**config.mk**
```make
export PLATFORM = sky130hd
export DESIGN_NAME = humidity_sensor_frame_decoder_unit
export DESIGN_NICKNAME = d
export VERILOG_FILES = /design/src/hdl/hfd_pkg.sv /design/src/hdl/hfd_frame_track.sv /design/src/hdl/hfd_convert.sv /design/src/hdl/humidity_sensor_frame_decoder_unit.sv
export SDC_FILE = /design/constraint.sdc
export NUM_CORES = 1
export LEC_CHECK = 0
export BUFFER_PORTS_ARGS = -buffer_cell sky130_fd_sc_hd__buf_2
export CAP_MARGIN = 15
export CORE_MARGIN = 1.5
export CORE_UTILIZATION = 45
export CTS_CLUSTER_SIZE = 16
export DETAILED_ROUTE_END_ITERATION = 10
export SLEW_MARGIN = 20
export SYNTH_ARGS = -nofsm -noshare
export SYNTH_HDL_FRONTEND = slang
export SYNTH_HIERARCHICAL = 1
export SYNTH_SLANG_ARGS = --single-unit
```
**constraint.sdc**
```tcl
create_clock -name clk -period 19.5 [get_ports clk]
set_input_delay 0.975 -clock clk [delete_from_list [all_inputs] [get_ports clk]]
set_output_delay 0.975 -clock clk [all_outputs]
set_load 0.01 [all_outputs]
```
**src/hdl/hfd_pkg.sv**
```systemverilog
// Shared types and constants for the humidity sensor frame decoder.
// Standalone package; imported by every module of the decoder.
package hfd_pkg;

	localparam logic [7:0] CRC_INIT = 8'hFF;

	// Result status codes.
	typedef enum logic [1:0] {
		ST_OK        = 2'd0,
		ST_TEMP_CRC  = 2'd1,
		ST_HUMID_CRC = 2'd2
	} status_t;

	// Completed frame as handed from the frame tracker to the converter.
	typedef struct packed {
		logic        temp_bad;
		logic        humid_bad;
		logic [15:0] temp_word;
		logic [15:0] humid_word;
	} frame_t;

endpackage

```
**src/hdl/hfd_frame_track.sv**
```systemverilog
// Byte position tracking, CRC-8 checking and word capture for the decoder.
// Depends on hfd_pkg; registers one completed frame in stage 1.
module hfd_frame_track (
	input  logic          clk,
	input  logic          arst_n,
	input  logic          accept,
	input  logic [7:0]    rx_byte,
	input  logic          frame_start,
	input  logic [7:0]    crc_poly,
	input  logic          take_s1,
	output logic          frame_valid_s1,
	output hfd_pkg::frame_t frame_s1
);
	import hfd_pkg::*;

	localparam logic [2:0] POS_TEMP_HI  = 3'd0;
	localparam logic [2:0] POS_TEMP_LO  = 3'd1;
	localparam logic [2:0] POS_TEMP_CRC = 3'd2;
	localparam logic [2:0] POS_HUM_HI   = 3'd3;
	localparam logic [2:0] POS_HUM_LO   = 3'd4;
	localparam logic [2:0] POS_HUM_CRC  = 3'd5;

	logic [2:0]  pos_q;
	logic [7:0]  crc_q;
	logic [15:0] temp_word_q;
	logic [15:0] humid_word_q;
	logic        temp_bad_q;
	logic [2:0]  pos;
	logic [7:0]  crc_from_init;
	logic [7:0]  crc_from_run;

	// One byte of CRC-8, MSB first.
	function automatic logic [7:0] crc8_byte(input logic [7:0] crc, input logic [7:0] b,
	                                         input logic [7:0] poly);
		logic [7:0] v;
		v = crc ^ b;
		for (int k = 0; k < 8; k++) begin
			if (v[7]) begin
				v = {v[6:0], 1'b0} ^ poly;
			end else begin
				v = {v[6:0], 1'b0};
			end
		end
		return v;
	endfunction

	always_comb begin
		pos = frame_start ? POS_TEMP_HI : pos_q;
		if (pos > POS_HUM_CRC) begin
			pos = POS_TEMP_HI;
		end
		crc_from_init = crc8_byte(CRC_INIT, rx_byte, crc_poly);
		crc_from_run  = crc8_byte(crc_q, rx_byte, crc_poly);
	end

	always_ff @(posedge clk or negedge arst_n) begin
		if (!arst_n) begin
			pos_q        <= POS_TEMP_HI;
			crc_q        <= CRC_INIT;
			temp_word_q  <= '0;
			humid_word_q <= '0;
			temp_bad_q   <= 1'b0;
		end else if (accept) begin
			pos_q <= (pos == POS_HUM_CRC) ? POS_TEMP_HI : pos + 3'd1;
			case (pos)
				POS_TEMP_HI: begin
					temp_word_q <= {rx_byte, 8'h00};
					crc_q       <= crc_from_init;
				end
				POS_TEMP_LO: begin
					temp_word_q <= {temp_word_q[15:8], rx_byte};
					crc_q       <= crc_from_run;
				end
				POS_TEMP_CRC: begin
					temp_bad_q <= (crc_q != rx_byte);
				end
				POS_HUM_HI: begin
					humid_word_q <= {rx_byte, 8'h00};
					crc_q        <= crc_from_init;
				end
				POS_HUM_LO: begin
					humid_word_q <= {humid_word_q[15:8], rx_byte};
					crc_q        <= crc_from_run;
				end
				default: begin
				end
			endcase
		end
	end

	always_ff @(posedge clk or negedge arst_n) begin
		if (!arst_n) begin
			frame_valid_s1 <= 1'b0;
		end else if (accept && pos == POS_HUM_CRC) begin
			frame_valid_s1 <= 1'b1;
		end else if (take_s1) begin
			frame_valid_s1 <= 1'b0;
		end
	end

	always_ff @(posedge clk) begin
		if (accept && pos == POS_HUM_CRC) begin
			frame_s1.temp_bad   <= temp_bad_q;
			frame_s1.humid_bad  <= (crc_q != rx_byte);
			frame_s1.temp_word  <= temp_word_q;
			frame_s1.humid_word <= humid_word_q;
		end
	end

endmodule

```
**src/hdl/hfd_convert.sv**
```systemverilog
// Status selection and fixed-point conversion of a completed frame.
// Depends on hfd_pkg; holds the result register of the decoder.
module hfd_convert (
	input  logic                   clk,
	input  logic                   arst_n,
	input  logic                   load,
	input  hfd_pkg::frame_t        frame_s1,
	input  logic signed [11:0]     temp_offset,
	input  logic                   out_ready,
	output logic                   out_valid,
	output hfd_pkg::status_t       status,
	output logic signed [14:0]     temperature_centi,
	output logic [13:0]            humidity_centi
);
	import hfd_pkg::*;

	localparam logic [14:0] TEMP_SCALE = 15'd17500;
	localparam logic [13:0] HUM_SCALE  = 14'd10000;
	localparam logic signed [15:0] TEMP_BIAS = 16'sd4500;
	localparam logic signed [15:0] TEMP_MIN  = -16'sd6500;
	localparam logic signed [15:0] TEMP_MAX  = 16'sd15000;

	logic [30:0]        temp_prod;
	logic [29:0]        hum_prod;
	logic signed [15:0] temp_raw;
	logic signed [14:0] temp_sat;
	status_t            status_d;
	logic               out_valid_q;
	status_t            status_q;
	logic signed [14:0] temp_q;
	logic [13:0]        hum_q;

	always_comb begin
		temp_prod = {16'd0, TEMP_SCALE} * {15'd0, frame_s1.temp_word};
		hum_prod  = {16'd0, HUM_SCALE} * {14'd0, frame_s1.humid_word};
		temp_raw  = $signed({1'b0, temp_prod[30:16]}) - TEMP_BIAS
		            - {{4{temp_offset[11]}}, temp_offset};
		if (temp_raw < TEMP_MIN) begin
			temp_sat = TEMP_MIN[14:0];
		end else if (temp_raw > TEMP_MAX) begin
			temp_sat = TEMP_MAX[14:0];
		end else begin
			temp_sat = temp_raw[14:0];
		end
		if (frame_s1.temp_bad) begin
			status_d = ST_TEMP_CRC;
		end else if (frame_s1.humid_bad) begin
			status_d = ST_HUMID_CRC;
		end else begin
			status_d = ST_OK;
		end
	end

	always_ff @(posedge clk or negedge arst_n) begin
		if (!arst_n) begin
			out_valid_q <= 1'b0;
		end else if (load) begin
			out_valid_q <= 1'b1;
		end else if (out_ready) begin
			out_valid_q <= 1'b0;
		end
	end

	always_ff @(posedge clk) begin
		if (load) begin
			status_q <= status_d;
			// Values are reported as zero whenever either checksum fails.
			temp_q   <= (status_d == ST_OK) ? temp_sat : '0;
			hum_q    <= (status_d == ST_OK) ? hum_prod[29:16] : '0;
		end
	end

	assign out_valid         = out_valid_q;
	assign status            = status_q;
	assign temperature_centi = temp_q;
	assign humidity_centi    = hum_q;

endmodule

```
**src/hdl/humidity_sensor_frame_decoder_unit.sv**
```systemverilog
// Top level of the humidity sensor frame decoder: ports, configuration
// registers and stage handshakes. Depends on hfd_pkg, hfd_frame_track, hfd_convert.
//
//  Channel | Direction | Signals                               | Carries
//  --------+-----------+---------------------------------------+----------------------------
//  s_*     | in        | s_tvalid s_tready s_tdata s_tuser     | one frame byte per transaction
//  m_*     | out       | m_tvalid m_tready m_tdata             | one decoded result per frame
//  cfg_*   | in        | cfg_valid cfg_ready cfg_index cfg_data| register writes
//
// One byte is accepted per cycle while stage 1 is free or moving on. The sixth byte's
// transaction edge loads stage 1 with both checksum verdicts and both words. When stage 1
// moves on, the frame passes through the conversion multipliers into the result register,
// which drives m_tdata. Reset leaves the byte count at the first byte, the running CRC at
// 0xFF and the polynomial at 0x31. A stalled result holds the result register and then
// stage 1; once both are full, s_tready drops for every byte until the result is taken.
module humidity_sensor_frame_decoder_unit (
	input  logic        clk,
	input  logic        arst_n,
	// Byte input.
	input  logic        s_tvalid,
	output logic        s_tready,
	input  logic [7:0]  s_tdata,   // [7:0] rx_byte
	input  logic        s_tuser,   // [0] frame_start
	// Result output.
	output logic        m_tvalid,
	input  logic        m_tready,
	output logic [31:0] m_tdata,   // [1:0] status, [16:2] temperature_centi,
	                               // [30:17] humidity_centi, [31] zero
	// Configuration writes.
	input  logic        cfg_valid,
	output logic        cfg_ready,
	input  logic [1:0]  cfg_index,
	input  logic [11:0] cfg_data
);
	import hfd_pkg::*;

	localparam logic [1:0] CFG_CRC_POLY    = 2'd0;
	localparam logic [1:0] CFG_TEMP_OFFSET = 2'd1;

	logic               accept;
	logic               take_s1;
	logic               frame_valid_s1;
	frame_t             frame_s1;
	logic [7:0]         crc_poly_q;
	logic signed [11:0] temp_offset_q;
	status_t            status;
	logic signed [14:0] temperature_centi;
	logic [13:0]        humidity_centi;

	// Configuration is taken in any cycle; indexes beyond the list are ignored.
	assign cfg_ready = 1'b1;

	always_ff @(posedge clk or negedge arst_n) begin
		if (!arst_n) begin
			crc_poly_q    <= 8'h31;
			temp_offset_q <= '0;
		end else if (cfg_valid) begin
			case (cfg_index)
				CFG_CRC_POLY:    crc_poly_q    <= cfg_data[7:0];
				CFG_TEMP_OFFSET: temp_offset_q <= cfg_data;
				default: begin
				end
			endcase
		end
	end

	// Stage 1 moves on when the result register is empty or being emptied.
	// A byte is taken whenever stage 1 is free or moving on in this cycle.
	assign take_s1  = frame_valid_s1 && (!m_tvalid || m_tready);
	assign s_tready = !frame_valid_s1 || take_s1;
	assign accept   = s_tvalid && s_tready;

	hfd_frame_track u_track (
		.clk            (clk),
		.arst_n         (arst_n),
		.accept         (accept),
		.rx_byte        (s_tdata),
		.frame_start    (s_tuser),
		.crc_poly       (crc_poly_q),
		.take_s1        (take_s1),
		.frame_valid_s1 (frame_valid_s1),
		.frame_s1       (frame_s1)
	);

	hfd_convert u_convert (
		.clk               (clk),
		.arst_n            (arst_n),
		.load              (take_s1),
		.frame_s1          (frame_s1),
		.temp_offset       (temp_offset_q),
		.out_ready         (m_tready),
		.out_valid         (m_tvalid),
		.status            (status),
		.temperature_centi (temperature_centi),
		.humidity_centi    (humidity_centi)
	);

	assign m_tdata = {1'b0, humidity_centi, temperature_centi, status};

endmodule

```
* After elaboration in Yosys (flattened, before gate mapping)
Index checks and enable logic that the tools add are counted.
Word-level totals: RAM bits 0, bits in latches 0, memories 0, flip-flop bits (word level) 131, logic and storage cells 113, ROM bits 0, bits of input ports 28, output and inout bits 35
Cells by class: divide/modulo/power cells 0, shift operators 0, muxes and demuxes 30, bitwise logic cells 21, multipliers 2, magnitude comparators 3, reductions and logical operators 27, add/sub/neg operators 3, equality and inequality tests 7
Operator list (count):
- $xor A8 B8 Y8 | 17
- $mux W8 | 16
- $pmux W16 S2 | 2
- $mux W15 | 2
- $mul A13 B16 Y29 const A | 1
- $mul A10 B16 Y26 const A | 1
- $gt A16 B15 Y1 const B | 1
- $lt A16 B14 Y1 const B | 1
- $pmux W8 S2 | 1
- $sub A15 B13 Y16 const B | 1
- $sub A16 B16 Y16 | 1
- $reduce_and A2 Y1 | 6
- $reduce_bool A2 Y1 | 5
- $mux W3 | 3
- $ne A8 B8 Y1 | 1
- $not A8 Y8 | 1
- $eq A3 B2 Y1 const B | 2
- $eq A3 B3 Y1 const B | 2
- $reduce_and A3 Y1 | 2
- $reduce_or A2 Y1 | 3
- $logic_not A2 Y1 | 2
- $mux W1 | 4
- $mux W2 | 2
- $add A3 B1 Y3 const B | 1
- other kinds (9) | 15

* Logic depth before layout (Yosys ltp)
Gate-level depths: netlist (run 1).
depth in word-level cells 18, mapped depth 31, mapped depth without buffers 29

* Modules after synthesis
The synthesis (run 1) kept the hierarchy.
Modules (own cells, without submodules):
- hfd_convert | cells each 789, instances 1, sequential area each 955.9 sq um, area each 7643.6 sq um
- hfd_frame_track | cells each 740, instances 1, sequential area each 2157.1 sq um, area each 6471.2 sq um
- humidity_sensor_frame_decoder_unit | cells each 51, instances 1, sequential area each 504.2 sq um, area each 810.8 sq um

* Least setup slack after synthesis (run 1)
OpenSTA, ideal clock, no wires.
path type reg-to-reg, from register, netlist name u_track/frame_s1[25], to register u_convert.temp_q[10], in the netlist u_convert/temperature_centi[10], data pin, slack 12.494 ns, cell stages (with the launch flop) 28, arrival time 6.751 ns, setup time 0.255 ns, path buffers 2, period minus slack after synthesis 7.006 ns, data required time 19.245 ns, cells stage by stage edfxtp_1 ha_1 fa_1 ha_1 fa_1 fa_1 ha_1 a211oi_1 nand3b_1 o211ai_1 nand3_1 o21ai_0 o22ai_1 o31ai_1 xnor2_1 ha_1 inv_1 ha_1 buf_4 o21ai_0 o21bai_1 xor2_1 or3_4 a2111oi_4 a211o_2 nand4_2 buf_6 a31o_1
Between the ends: word-level cells in the longest chain between the ends 6, elaborated cells on any way between the ends 7, those cells by class 2 x add/sub; 1 x mul; 2 x order compare; 2 x mux
RTL lines:
- $mul A13 B16 Y29 * | line hfd_convert.sv:34 | temp_prod = {16'd0, TEMP_SCALE} * {15'd0, frame_s1.temp_word};
- $sub A15 B13 Y16 * | line hfd_convert.sv:36 | temp_raw = $signed({1'b0, temp_prod[30:16]}) - TEMP_BIAS
- $sub A16 B16 Y16 * | line hfd_convert.sv:37 | - {{4{temp_offset[11]}}, temp_offset};
- $gt A16 B15 Y1 | line hfd_convert.sv:40 | end else if (temp_raw > TEMP_MAX) begin
- $mux W15 | line hfd_convert.sv:40
- $mux W15 * | line hfd_convert.sv:38 | if (temp_raw < TEMP_MIN) begin
- to (signal assigned) | line hfd_convert.sv:68 | temp_q <= (status_d == ST_OK) ? temp_sat : '0;
- to (decl) | line hfd_convert.sv:30 | logic signed [14:0] temp_q;
Mark *: on every way between the ends. The rest lies on a longest branch, timed or not. A chain may end at the register's enable or synchronous reset.

* Worst setup path in the final report (run 1)
from register, netlist name u_track/frame_s1[25], to register u_convert.temp_q[8], in the netlist u_convert/temperature_centi[8], data pin
Between the ends: word-level cells in the longest chain between the ends 5, elaborated cells on any way between the ends 6, those cells by class 2 x add/sub; 1 x mul; 2 x order compare; 1 x reduce/logical
RTL lines (line):
- $mul A13 B16 Y29 * | hfd_convert.sv:34
- $sub A15 B13 Y16 * | hfd_convert.sv:36
- $sub A16 B16 Y16 * | hfd_convert.sv:37
- $gt A16 B15 Y1 / $lt A16 B14 Y1 (equally long branches) | hfd_convert.sv:40, hfd_convert.sv:38
- $reduce_or A3 Y1 (no source line)
Marked as above.

==> results.sh, run 1 <==
export IMPL_ant_nets=0
export IMPL_slew_headroom_pct=34.8
export IMPL_final_util_pct=49.5
export IMPL_overflow=0
export IMPL_grt_pass1_vias=11000
export IMPL_dieArea_mm2=0.0343
export IMPL_drv_cap=0
export IMPL_seqCellArea_mm2=0.00362
export IMPL_cp_buffers_inverters=1
export IMPL_reg2reg_from="u_track/frame_s1[25]$_DFFE_PP_"
export IMPL_multiInputGateArea_mm2=0.0102
export IMPL_final_hold_viol_count=0
export IMPL_arrival_ns=7.96
export IMPL_crit_top_cell="ha_1"
export IMPL_fin_setup_tns_ns=0
export IMPL_io_buffers=60
export IMPL_max_freq_ghz=0.128
export IMPL_clock_path_buffers=2
export IMPL_crit_start="u_track/frame_s1[25]$_DFFE_PP_"
export IMPL_drtPass1Iterations=5
export IMPL_cpLargestDelayFamily="adder cells"
export IMPL_max_stage_delay_ns=0.53
export IMPL_dp_slack_ns=11.68
export IMPL_netlist_area_mm2=0.0149
export IMPL_numCtsBuffers=17
export IMPL_synth_area_leaders="ha_1 16%, edfxtp_1 13%, fa_1 11%, dfrtp_1 9.2%, inv_1 5.4%"
export IMPL_n_antenna_cell=0
export IMPL_cp_start_kind="flip-flop"
export IMPL_fin_nets=1907
export IMPL_gp_congestion=0.882
export IMPL_period_share_pct=39.9
export IMPL_crit_required_ns=19.67
export IMPL_start_util_pct=45.8
export IMPL_ios=63
export IMPL_tightestPinTransition_ns=0.976
export IMPL_areaGrowthSynthToFinish_pct=8.19
export IMPL_cp_slowest_cell="edfxtp_1"
export IMPL_postSynth_asyncResetShare_pct=50.4
export IMPL_synth_edf_count=65
export IMPL_postCtsSetupRepairBufs=0
export IMPL_path_max_fanout=13
export IMPL_cts_tree="done"
export IMPL_wl_per_cell_um=17.1
export IMPL_synth_distinct_cells=111
export IMPL_ctsHoldBuffers=0
export IMPL_vias=11400
export IMPL_yosysWarnings=6
export IMPL_cts_max_level=4
export IMPL_fin_ws_ns=11.71
export IMPL_holdCritStartpoint="u_track/temp_word_q[13]$_DFFE_PN0P_"
export IMPL_final_cell_mix="216 x inv_1, 193 x ha_1, 138 x nand2_1"
export IMPL_syn_inst=1580
export IMPL_grt_max_degree=65
export IMPL_path_class="flip-flop to flip-flop"
export IMPL_crit_path_end_kind="flip-flop"
export IMPL_clk_pin_slew_ns=0.07
export IMPL_finalWirelength_um=35200
export IMPL_fin_crit_ns=7.79
export IMPL_syn_nets=1880
export IMPL_final_common_cell="inv_1"
export IMPL_cts_root_buf="clkbuf_16"
export IMPL_fillerInstances=3086
export IMPL_drc=0
export IMPL_grt_pass1_wl_um=56900
export IMPL_hpwl_um=26900
export IMPL_hp_class="flip-flop to flip-flop"
export IMPL_antenna_found_initial=0
export IMPL_synth_top_cell_area_share_pct=16.2
export IMPL_peakVddDrop_mv=0.269
export IMPL_fin_skew_ns=0.0102
export IMPL_setup_viol=0
export IMPL_drive_gt1_share_pct=12.8
export IMPL_core_area_mm2=0.0326
export IMPL_post_cts_resized=0
export IMPL_yosysTopAreaCell="ha_1"
export IMPL_yosysSeqAreaShare_pct=24.2
export IMPL_maxSlewViolCount=0
export IMPL_num_rows=66
export IMPL_chipHeight_um=185
export IMPL_postSynthAreaPerCell_um2=9.45
export IMPL_grtUsageTotal_pct=21.2
export IMPL_rsz0062_at_grt="no"
export IMPL_power_density_mw_per_mm2=194
export IMPL_vias_per_cell=5.51
export IMPL_clkSinkCount=131
export IMPL_drtIter0Drc=709
export IMPL_synth_ff_type="edfxtp_1"
export IMPL_clk_latency_ns=0.42
export IMPL_die_w_um=185
export IMPL_status="finished, final reports clean"
export IMPL_p_leak_nw=7.38
export IMPL_ys_ff_latch=131
## cell families (layout without fill, tap and decap cells)
kind of cell / after synthesis / after routing / share of synthesized area [%]
other: 2 / 2 / 0.0503
muxes: 41 / 41 / 3.18
AOI/OAI and AO/OA: 319 / 319 / 15.0
DFF: 131 / 131 / 24.2
adders and majority gates: 272 / 272 / 26.8
xor gates and xnor gates: 129 / 129 / 8.94
buffers and inverters: 278 / 318 / 7.55
and+or+nand+nor: 408 / 408 / 14.2
## final cells by class
class | count | share of cell area [%]
clock buffers | 17 | 2.63
clock inverters | 15 | 1.06
inverters | 218 | 5.07
multi-input cells | 1171 | 63.2
flip-flops and latches | 131 | 22.4
well taps | 442 | 3.42
repair buffers | 68 | 2.25
## routing by layer
metal  global-route usage, %  part of all wire (%)  vias to the layer above
met5                       0                     0                        -
met4                    6.18                   1.9                        0
met3                    2.44                   2.8                       40
met2                    35.8                    48                      218
met1                    28.4                    47                     5530
li1                        -                     -                     5568
## sequential cells by signal, indices dropped and copies added, names as in the netlist
register / cells
u_convert/status: 2
u_convert/temperature_centi: 15
crc_poly_q: 8
u_track/frame_valid_s1: 1
u_track/frame_s1: 34
u_convert/humidity_centi: 14
u_track/crc_q: 8
u_track/temp_word_q: 16
u_convert/out_valid: 1
u_track/temp_bad_q: 1
u_track/pos_q: 3
u_track/humid_word_q: 16
temp_offset_q: 12
## worst paths after layout
path	slack, ns	endpoint	depth (start not counted)
min reg2reg	0.44	u_track/frame_s1[29]$_DFFE_PP_	0
min in group asynchronous	0.46	u_track/humid_word_q[9]$_DFFE_PN0P_	1
min	0.44	u_track/frame_s1[29]$_DFFE_PP_	0
max in group asynchronous	18.07	crc_poly_q[7]$_DFFE_PN0P_	2
max reg2reg	11.71	u_convert/temperature_centi[8]$_SDFFCE_PP0P_	25
max	11.71	u_convert/temperature_centi[8]$_SDFFCE_PP0P_	25
## worst register-to-register path: cells and delay by family (launching register included)
family	cells	cell delay (ns)
and+or+nand+nor	5	1.24
adders and majority gates	8	3.17
xor gates and xnor gates	2	0.22
DFF	1	0.53
buffers and inverters	1	0.04
AOI/OAI and AO/OA	9	2.34
## where the power goes
part	switching, W	internal, W
Clock	0.000135	0.000192
Combinational	0.00135	0.00101
Sequential	0.0000550	0.000390
Total	0.00154	0.00159
## synth_stat cells, drive strengths merged, types with 6 or more instances
cell type and number:
a211o 6, a211oi 28, a21o 15, a21oi 60, a22o 10, a311oi 6
a31oi 10, a32oi 6, and2 11, and3 13, and4 7, buf 23
clkbuf 37, dfrtp 55, dfstp 11, edfxtp 65, fa 79, ha 193
inv 216, mux2 31, mux2i 8, nand2 138, nand2b 12, nand3 26
nand3b 6, nand4 17, nor2 83, nor2b 16, nor3 25, nor4 12
o211ai 12, o21a 15, o21ai 74, o21bai 6, o22ai 8, o31ai 15
or2 7, or3 10, xnor2 89, xor2 34
## metrics by stage
step	instance area, um^2	power (W)	hold slack, ns	cells
after global routing	16100	0.00342	0.450	2062
after CTS	16100	0.00313	0.441	2062
after floorplan	14900	0.00236	0.421	1580
after global placement	15500	0.00274	0.430	2030
after detailed placement	15500	0.00278	0.431	2030
final	16100	0.00313	0.438	2062
(Power assumes the default switching activity.)
==> run 2, diff against run 1 <==
- ABC_AREA: unset -> 1
- clock period: 19.5 -> 6.5 ns (I/O delays scaled with it)
==> run 2 against run 1 <==
Against the previous run: utilization is 2.3 points higher; global-route usage is 0.54 points higher; fmax is 25% higher; non-clock buffer count is 30 higher.
==> results.sh, run 2 <==
export IMPL_postSynthAreaPerCell_um2=7.73
export IMPL_final_hold_viol_count=0
export IMPL_grt_pass1_wl_um=59100
export IMPL_synth_edf_count=65
export IMPL_final_common_cell="nand2_1"
export IMPL_max_freq_ghz=0.160
export IMPL_finalWirelength_um=36200
export IMPL_ant_nets=0
export IMPL_hp_class="primary input to async pin"
export IMPL_vias_per_cell=5.07
export IMPL_fin_crit_ns=6.25
export IMPL_tightestPinTransition_ns=0.925
export IMPL_chipHeight_um=185
export IMPL_post_dp_cell_area_mm2=0.0158
export IMPL_place_inst=2424
export IMPL_path_max_fanout=6
export IMPL_cts_max_level=4
export IMPL_synth_distinct_cells=52
export IMPL_gp_congestion=0.881
export IMPL_crit_top_cell="nand2_1"
export IMPL_clock_path_buffers=2
export IMPL_areaGrowthSynthToFinish_pct=13.1
export IMPL_ys_ff_latch=131
export IMPL_fin_skew_ns=0.0102
export IMPL_largestRegisters="u_track/frame_s1 x34, u_track/humid_word_q x16, u_track/temp_word_q x16"
export IMPL_fin_nets=2310
export IMPL_cp_slowest_cell="fa_1"
export IMPL_largest_reg_flops=34
export IMPL_clkSinkCount=131
export IMPL_final_cells=2465
export IMPL_setup_viol=0
export IMPL_drive_gt1_share_pct=16.3
export IMPL_seqCellArea_mm2=0.00362
export IMPL_yosysMostFrequentCell="nand2_1"
export IMPL_power_density_mw_per_mm2=322
export IMPL_ios=63
export IMPL_synth_area_leaders="ha_1 16%, edfxtp_1 13%, nand2_1 12%, fa_1 11%, dfrtp_1 9.2%"
export IMPL_drtIter0Drc=692
export IMPL_final_cell_mix="451 x nand2_1, 336 x inv_1, 173 x ha_1"
export IMPL_fin_ws_ns=0.254
export IMPL_n_antenna_cell=0
export IMPL_num_rows=66
export IMPL_cp_start_kind="flip-flop"
export IMPL_crit_path_end_kind="flip-flop"
export IMPL_path_class="flip-flop to flip-flop"
export IMPL_p_leak_nw=8.67
export IMPL_multiInputGateArea_mm2=0.0102
export IMPL_vias=12500
export IMPL_syn_nets=2230
export IMPL_drv_cap=0
export IMPL_slew_headroom_pct=38.1
export IMPL_start_util_pct=45.8
export IMPL_cpLargestDelayFamily="adder cells"
export IMPL_overflow=0
export IMPL_netlist_area_mm2=0.0149
export IMPL_antenna_found_initial=0
export IMPL_final_util_pct=51.8
export IMPL_fillerInstances=3158
export IMPL_drtPass1Iterations=5
export IMPL_max_stage_delay_ns=0.54
export IMPL_dp_slack_ns=-0.0344
export IMPL_cts_tree="done"
export IMPL_wl_per_cell_um=14.7
export IMPL_yosysWarnings=6
export IMPL_synth_ff_type="edfxtp_1"
export IMPL_crit_required_ns=6.66
export IMPL_period_share_pct=96.1
export IMPL_core_area_mm2=0.0325
export IMPL_synth_top_cell_area_share_pct=16.2
export IMPL_arrival_ns=6.41
export IMPL_clk_pin_slew_ns=0.07
export IMPL_grt_max_degree=67
export IMPL_cp_buffers_inverters=3
export IMPL_cts_root_buf="clkbuf_16"
export IMPL_peakVddDrop_mv=0.366
export IMPL_postLayoutCellArea_mm2=0.0169
export IMPL_dieArea_mm2=0.0342
export IMPL_postSynth_asyncResetShare_pct=50.4
export IMPL_grtUsageTotal_pct=21.7
export IMPL_numCtsBuffers=17
export IMPL_hpwl_um=28500
export IMPL_io_buffers=60
export IMPL_drc=0
export IMPL_ctsHoldBuffers=0
export IMPL_yosysTopAreaCell="ha_1"
export IMPL_grt_pass1_vias=12200
export IMPL_maxSlewViolCount=0
export IMPL_clk_latency_ns=0.43
export IMPL_yosysSeqAreaShare_pct=24.3
export IMPL_syn_inst=1930
export IMPL_largest_register="u_track/frame_s1"
export IMPL_ys_top_cells_by_count="462 x nand2_1, 344 x inv_1, 193 x ha_1"
export IMPL_status="finished, final reports clean"
export IMPL_die_w_um=185
-- run 2: cell count changes in the layout (fill, tap and decap cells not counted), moves of 23 or more --
cell	previous run	this run
nand3_1	25	155
inv_1	216	336
nand2_2	0	45
buf_4	9	37
nand2_1	138	451
inv_2	0	23
xnor2_1	82	32
mux2_2	31	1
-- run 2: cell type report --
cell class / count / share of cell area (%)
Timing Repair Buffer: 98 / 3.59
Tap cell: 442 / 3.28
Inverter: 362 / 8.06
Multi-Input combinational cell: 1400 / 60.5
Sequential cell: 131 / 21.4
Clock buffer: 18 / 2.54
Clock inverter: 14 / 0.616
-- run 2: through the flow --
step / hold WS (ns) / total power, W / setup TNS (ns)
final: 0.0884 / 0.00542 / 0
after floorplan: 0.0294 / 0.00365 / 0
after CTS: 0.0740 / 0.00521 / 0
after detailed placement: 0.431 / 0.00428 / -0.0668
after global placement: 0.431 / 0.00423 / 0
after global routing: 0.0714 / 0.00591 / -0.250
-- run 2: what timing repair did --
action                                  in CTS  in global routing
cloned                                       0                  0
gates resized for setup                      3                 93
pin swaps                                    0                 37
endpoints found under the setup margin       5                 14
setup buffers                                0                  8
-- run 2: logic make-up (layout without fill, tap and decap cells) --
family | count (synthesis) | count (layout) | share of synthesized area (%)
xor gates and xnor gates | 61 | 61 | 3.63
adders and majority gates | 272 | 272 | 26.8
and+or+nand+nor | 871 | 871 | 27.1
buffers and inverters | 399 | 492 | 10.7
DFF | 131 | 131 | 24.3
muxes | 1 | 1 | 0.0755
AOI/OAI and AO/OA | 193 | 193 | 7.32
other | 2 | 2 | 0.0504
-- run 2: worst paths after layout --
| path | startpoint | to | slack [ns] | cells after the start |
|---|---|---|---|---|
| worst min-delay path | arst_n | u_convert/out_valid$_DFFE_PN0P_ | 0.09 | 2 |
| worst max register to register | u_track/frame_s1[28]$_DFFE_PP_ | u_convert/temperature_centi[3]$_SDFFCE_PP0P_ | 0.25 | 31 |
| worst min register to register | u_track/temp_bad_q$_DFFE_PN0P_ | u_track/frame_s1[33]$_DFFE_PP_ | 0.44 | 0 |
| min in group clk | m_tready | u_convert/out_valid$_DFFE_PN0P_ | 0.09 | 2 |
| worst max-delay path | u_track/frame_s1[28]$_DFFE_PP_ | u_convert/temperature_centi[3]$_SDFFCE_PP0P_ | 0.25 | 31 |
| max in group asynchronous | arst_n | temp_offset_q[8]$_DFFE_PN0P_ | 5.81 | 2 |
-- run 2: routing by layer --
metal	global-route usage (%)	vias to the layer above	share of wire (%)
met5	0	-	0
met4	7.19	0	2.3
met3	2.79	54	3.3
met2	37.8	256	49
met1	27.7	5825	46
li1	-	6361	-
-- run 2: where the power goes --
group	switching [W]	internal, W	leakage [nW]
sequential	0.000128	0.00111	1.41
combinational	0.00212	0.00117	6.99
clock	0.000402	0.000492	0.260
total	0.00265	0.00277	8.67
==> run 3, diff against run 2 <==
- CORE_UTILIZATION: 45 -> 54
- PLACE_DENSITY: unset -> 0.74
==> run 3 against run 2 <==
Against the previous run: worst hold slack worse by 0.0092 ns; routed wire length about the same; critical path type unchanged; utilization up 10 points; highest routed layer unchanged; critical path depth unchanged; register-to-register slack worse by 0.07 ns; combinational power down 1%.
==> results.sh, run 3 (synthesis gave the netlist of run 2 again) <==
export IMPL_cp_slowest_cell="fa_1"
export IMPL_power_frac_seq_pct=22.5
export IMPL_vias=12800
export IMPL_slew_headroom_pct=33.5
export IMPL_path_class="flip-flop to flip-flop"
export IMPL_post_dp_cell_area_mm2=0.0156
export IMPL_antenna_found_initial=1
export IMPL_numCtsBuffers=17
export IMPL_largest_register="u_track/frame_s1"
export IMPL_wl_per_cell_um=15.3
export IMPL_power_density_mw_per_mm2=329
export IMPL_rrSetupSlack_ns=0.18
export IMPL_clk_pin_slew_ns=0.06
export IMPL_status="finished, final reports clean"
export IMPL_arrival_ns=6.49
export IMPL_p_leak_nw=8.68
export IMPL_hp_class="primary input to async pin"
export IMPL_p_int_w=0.00282
export IMPL_ant_nets=0
export IMPL_cts_root_buf="clkbuf_16"
export IMPL_crit_required_ns=6.67
export IMPL_p_sw_w=0.00267
export IMPL_tightestPinTransition_ns=0.993
export IMPL_io_buffers=60
export IMPL_final_common_cell="nand2_1"
export IMPL_clk_latency_ns=0.44
export IMPL_largestRegisters="u_track/frame_s1 x34, u_track/humid_word_q x16, u_track/temp_word_q x16"
export IMPL_clock_path_buffers=2
export IMPL_hpwl_um=27900
export IMPL_path_max_fanout=6
export IMPL_drc=0
export IMPL_start_util_pct=55.2
export IMPL_max_stage_delay_ns=0.54
export IMPL_final_util_pct=61.8
export IMPL_grt_max_degree=67
export IMPL_cts_max_level=4
export IMPL_fin_ws_ns=0.181
export IMPL_cp_start_kind="flip-flop"
export IMPL_final_hold_viol_count=0
export IMPL_core_area_mm2=0.0270
export IMPL_ios=63
export IMPL_cts_tree="done"
export IMPL_p_comb_share_pct=59.3
export IMPL_fin_nets=2309
export IMPL_gp_congestion=0.916
export IMPL_setup_viol=0
export IMPL_areaGrowthSynthToFinish_pct=12.0
export IMPL_drtPass1Iterations=7
export IMPL_die_w_um=169
export IMPL_grtUsageTotal_pct=25.4
export IMPL_final_cell_mix="448 x nand2_1, 338 x inv_1, 176 x ha_1"
export IMPL_max_freq_ghz=0.158
export IMPL_drive_gt1_share_pct=16.2
export IMPL_clkSinkCount=131
export IMPL_vias_per_cell=5.43
export IMPL_grt_pass1_vias=12400
export IMPL_dieArea_mm2=0.0286
export IMPL_period_share_pct=97.2
export IMPL_fin_crit_ns=6.32
export IMPL_overflow=0
export IMPL_peakVddDrop_mv=0.331
export IMPL_swShare_pct=48.7
export IMPL_drv_cap=0
export IMPL_fin_skew_ns=0.0116
export IMPL_num_rows=60
export IMPL_chipHeight_um=169
export IMPL_drtIter0Drc=852
export IMPL_finalWirelength_um=36200
export IMPL_largest_reg_flops=34
export IMPL_crit_top_cell="nand2_1"
export IMPL_crit_path_end_kind="flip-flop"
export IMPL_postLayoutCellArea_mm2=0.0167
export IMPL_grt_pass1_wl_um=58600
export IMPL_dp_slack_ns=-0.0835
export IMPL_p_clk_share_pct=18.2
export IMPL_maxSlewViolCount=0
run 3: cell types whose count changed in the layout (fill, tap and decap cells not counted), moves of 4 or more:
cell      delta
clkinv_2     -4
inv_8        +5
nand2_2      +4
nor2_2       +5
run 3: worst paths after layout:
path	from	endpoint	cells after the start
max	u_track/frame_s1[28]$_DFFE_PP_	u_convert/temperature_centi[3]$_SDFFCE_PP0P_	31
min	arst_n	u_convert/out_valid$_DFFE_PN0P_	2
max reg2reg	u_track/frame_s1[28]$_DFFE_PP_	u_convert/temperature_centi[3]$_SDFFCE_PP0P_	31
min reg2reg	u_track/humid_word_q[2]$_DFFE_PN0P_	u_track/frame_s1[2]$_DFFE_PP_	0
max in group asynchronous	arst_n	temp_offset_q[11]$_DFFE_PN0P_	2
min in group clk	m_tready	u_convert/out_valid$_DFFE_PN0P_	2
run 3: worst max-delay path, delay by kind of cell (launching register included):
| kind | cells | cell delay, ns |
|---|---|---|
| compound gates | 4 | 0.55 |
| xor+xnor | 1 | 0.13 |
| flops | 1 | 0.44 |
| buf+inv | 3 | 0.27 |
| fa+ha+maj | 9 | 3.32 |
| simple gates | 14 | 1.36 |
run 3: cell type report:
class	instances	area, um^2
clock buffers	17	425
repair buffers	97	582
inverters	362	1360
well taps	341	427
multi-input cells	1400	10100
flip-flops and latches	131	3620
fillers	2294	10300
clock inverters	15	181
diodes	1	2.50
run 3: repair_timing:
item                                    CTS  global route
hold buffers                              0             0
endpoints found under the setup margin   12            14
buffers inserted                          0            11
pin swaps                                 0            38
gates resized for setup                   6            86
run 3: per-layer routing:
metal  track usage, %  share of wire [%]  vias up
met1             31.4                 43     6047
met3             3.01                4.9       67
met5                0                  0        -
li1                 -                  -     6360
met2             46.0                 50      352
met4             8.46                2.5        0
run 3: power groups by stage:
stage / logic (W) / clock network, W / registers [W]
2_1_floorplan: 0.00242 / 0 / 0.00123
3_3_place_gp: 0.00294 / 0 / 0.00124
3_5_place_dp: 0.00300 / 0 / 0.00125
4_1_cts: 0.00303 / 0.00101 / 0.00124
5_1_grt: 0.00366 / 0.00105 / 0.00126
6_report: 0.00325 / 0.00100 / 0.00124
run 3: per-stage QoR:
stage,total power [W],setup TNS (ns),instances,hold WS (ns)
CTS,0.00528,0,2352,0.0762
finish,0.00549,0,2364,0.0791
floorplan,0.00365,0,1930,0.0294
global route,0.00596,-0.201,2363,0.0992
global placement,0.00418,0,2320,0.432
detailed placement,0.00425,-0.232,2320,0.431
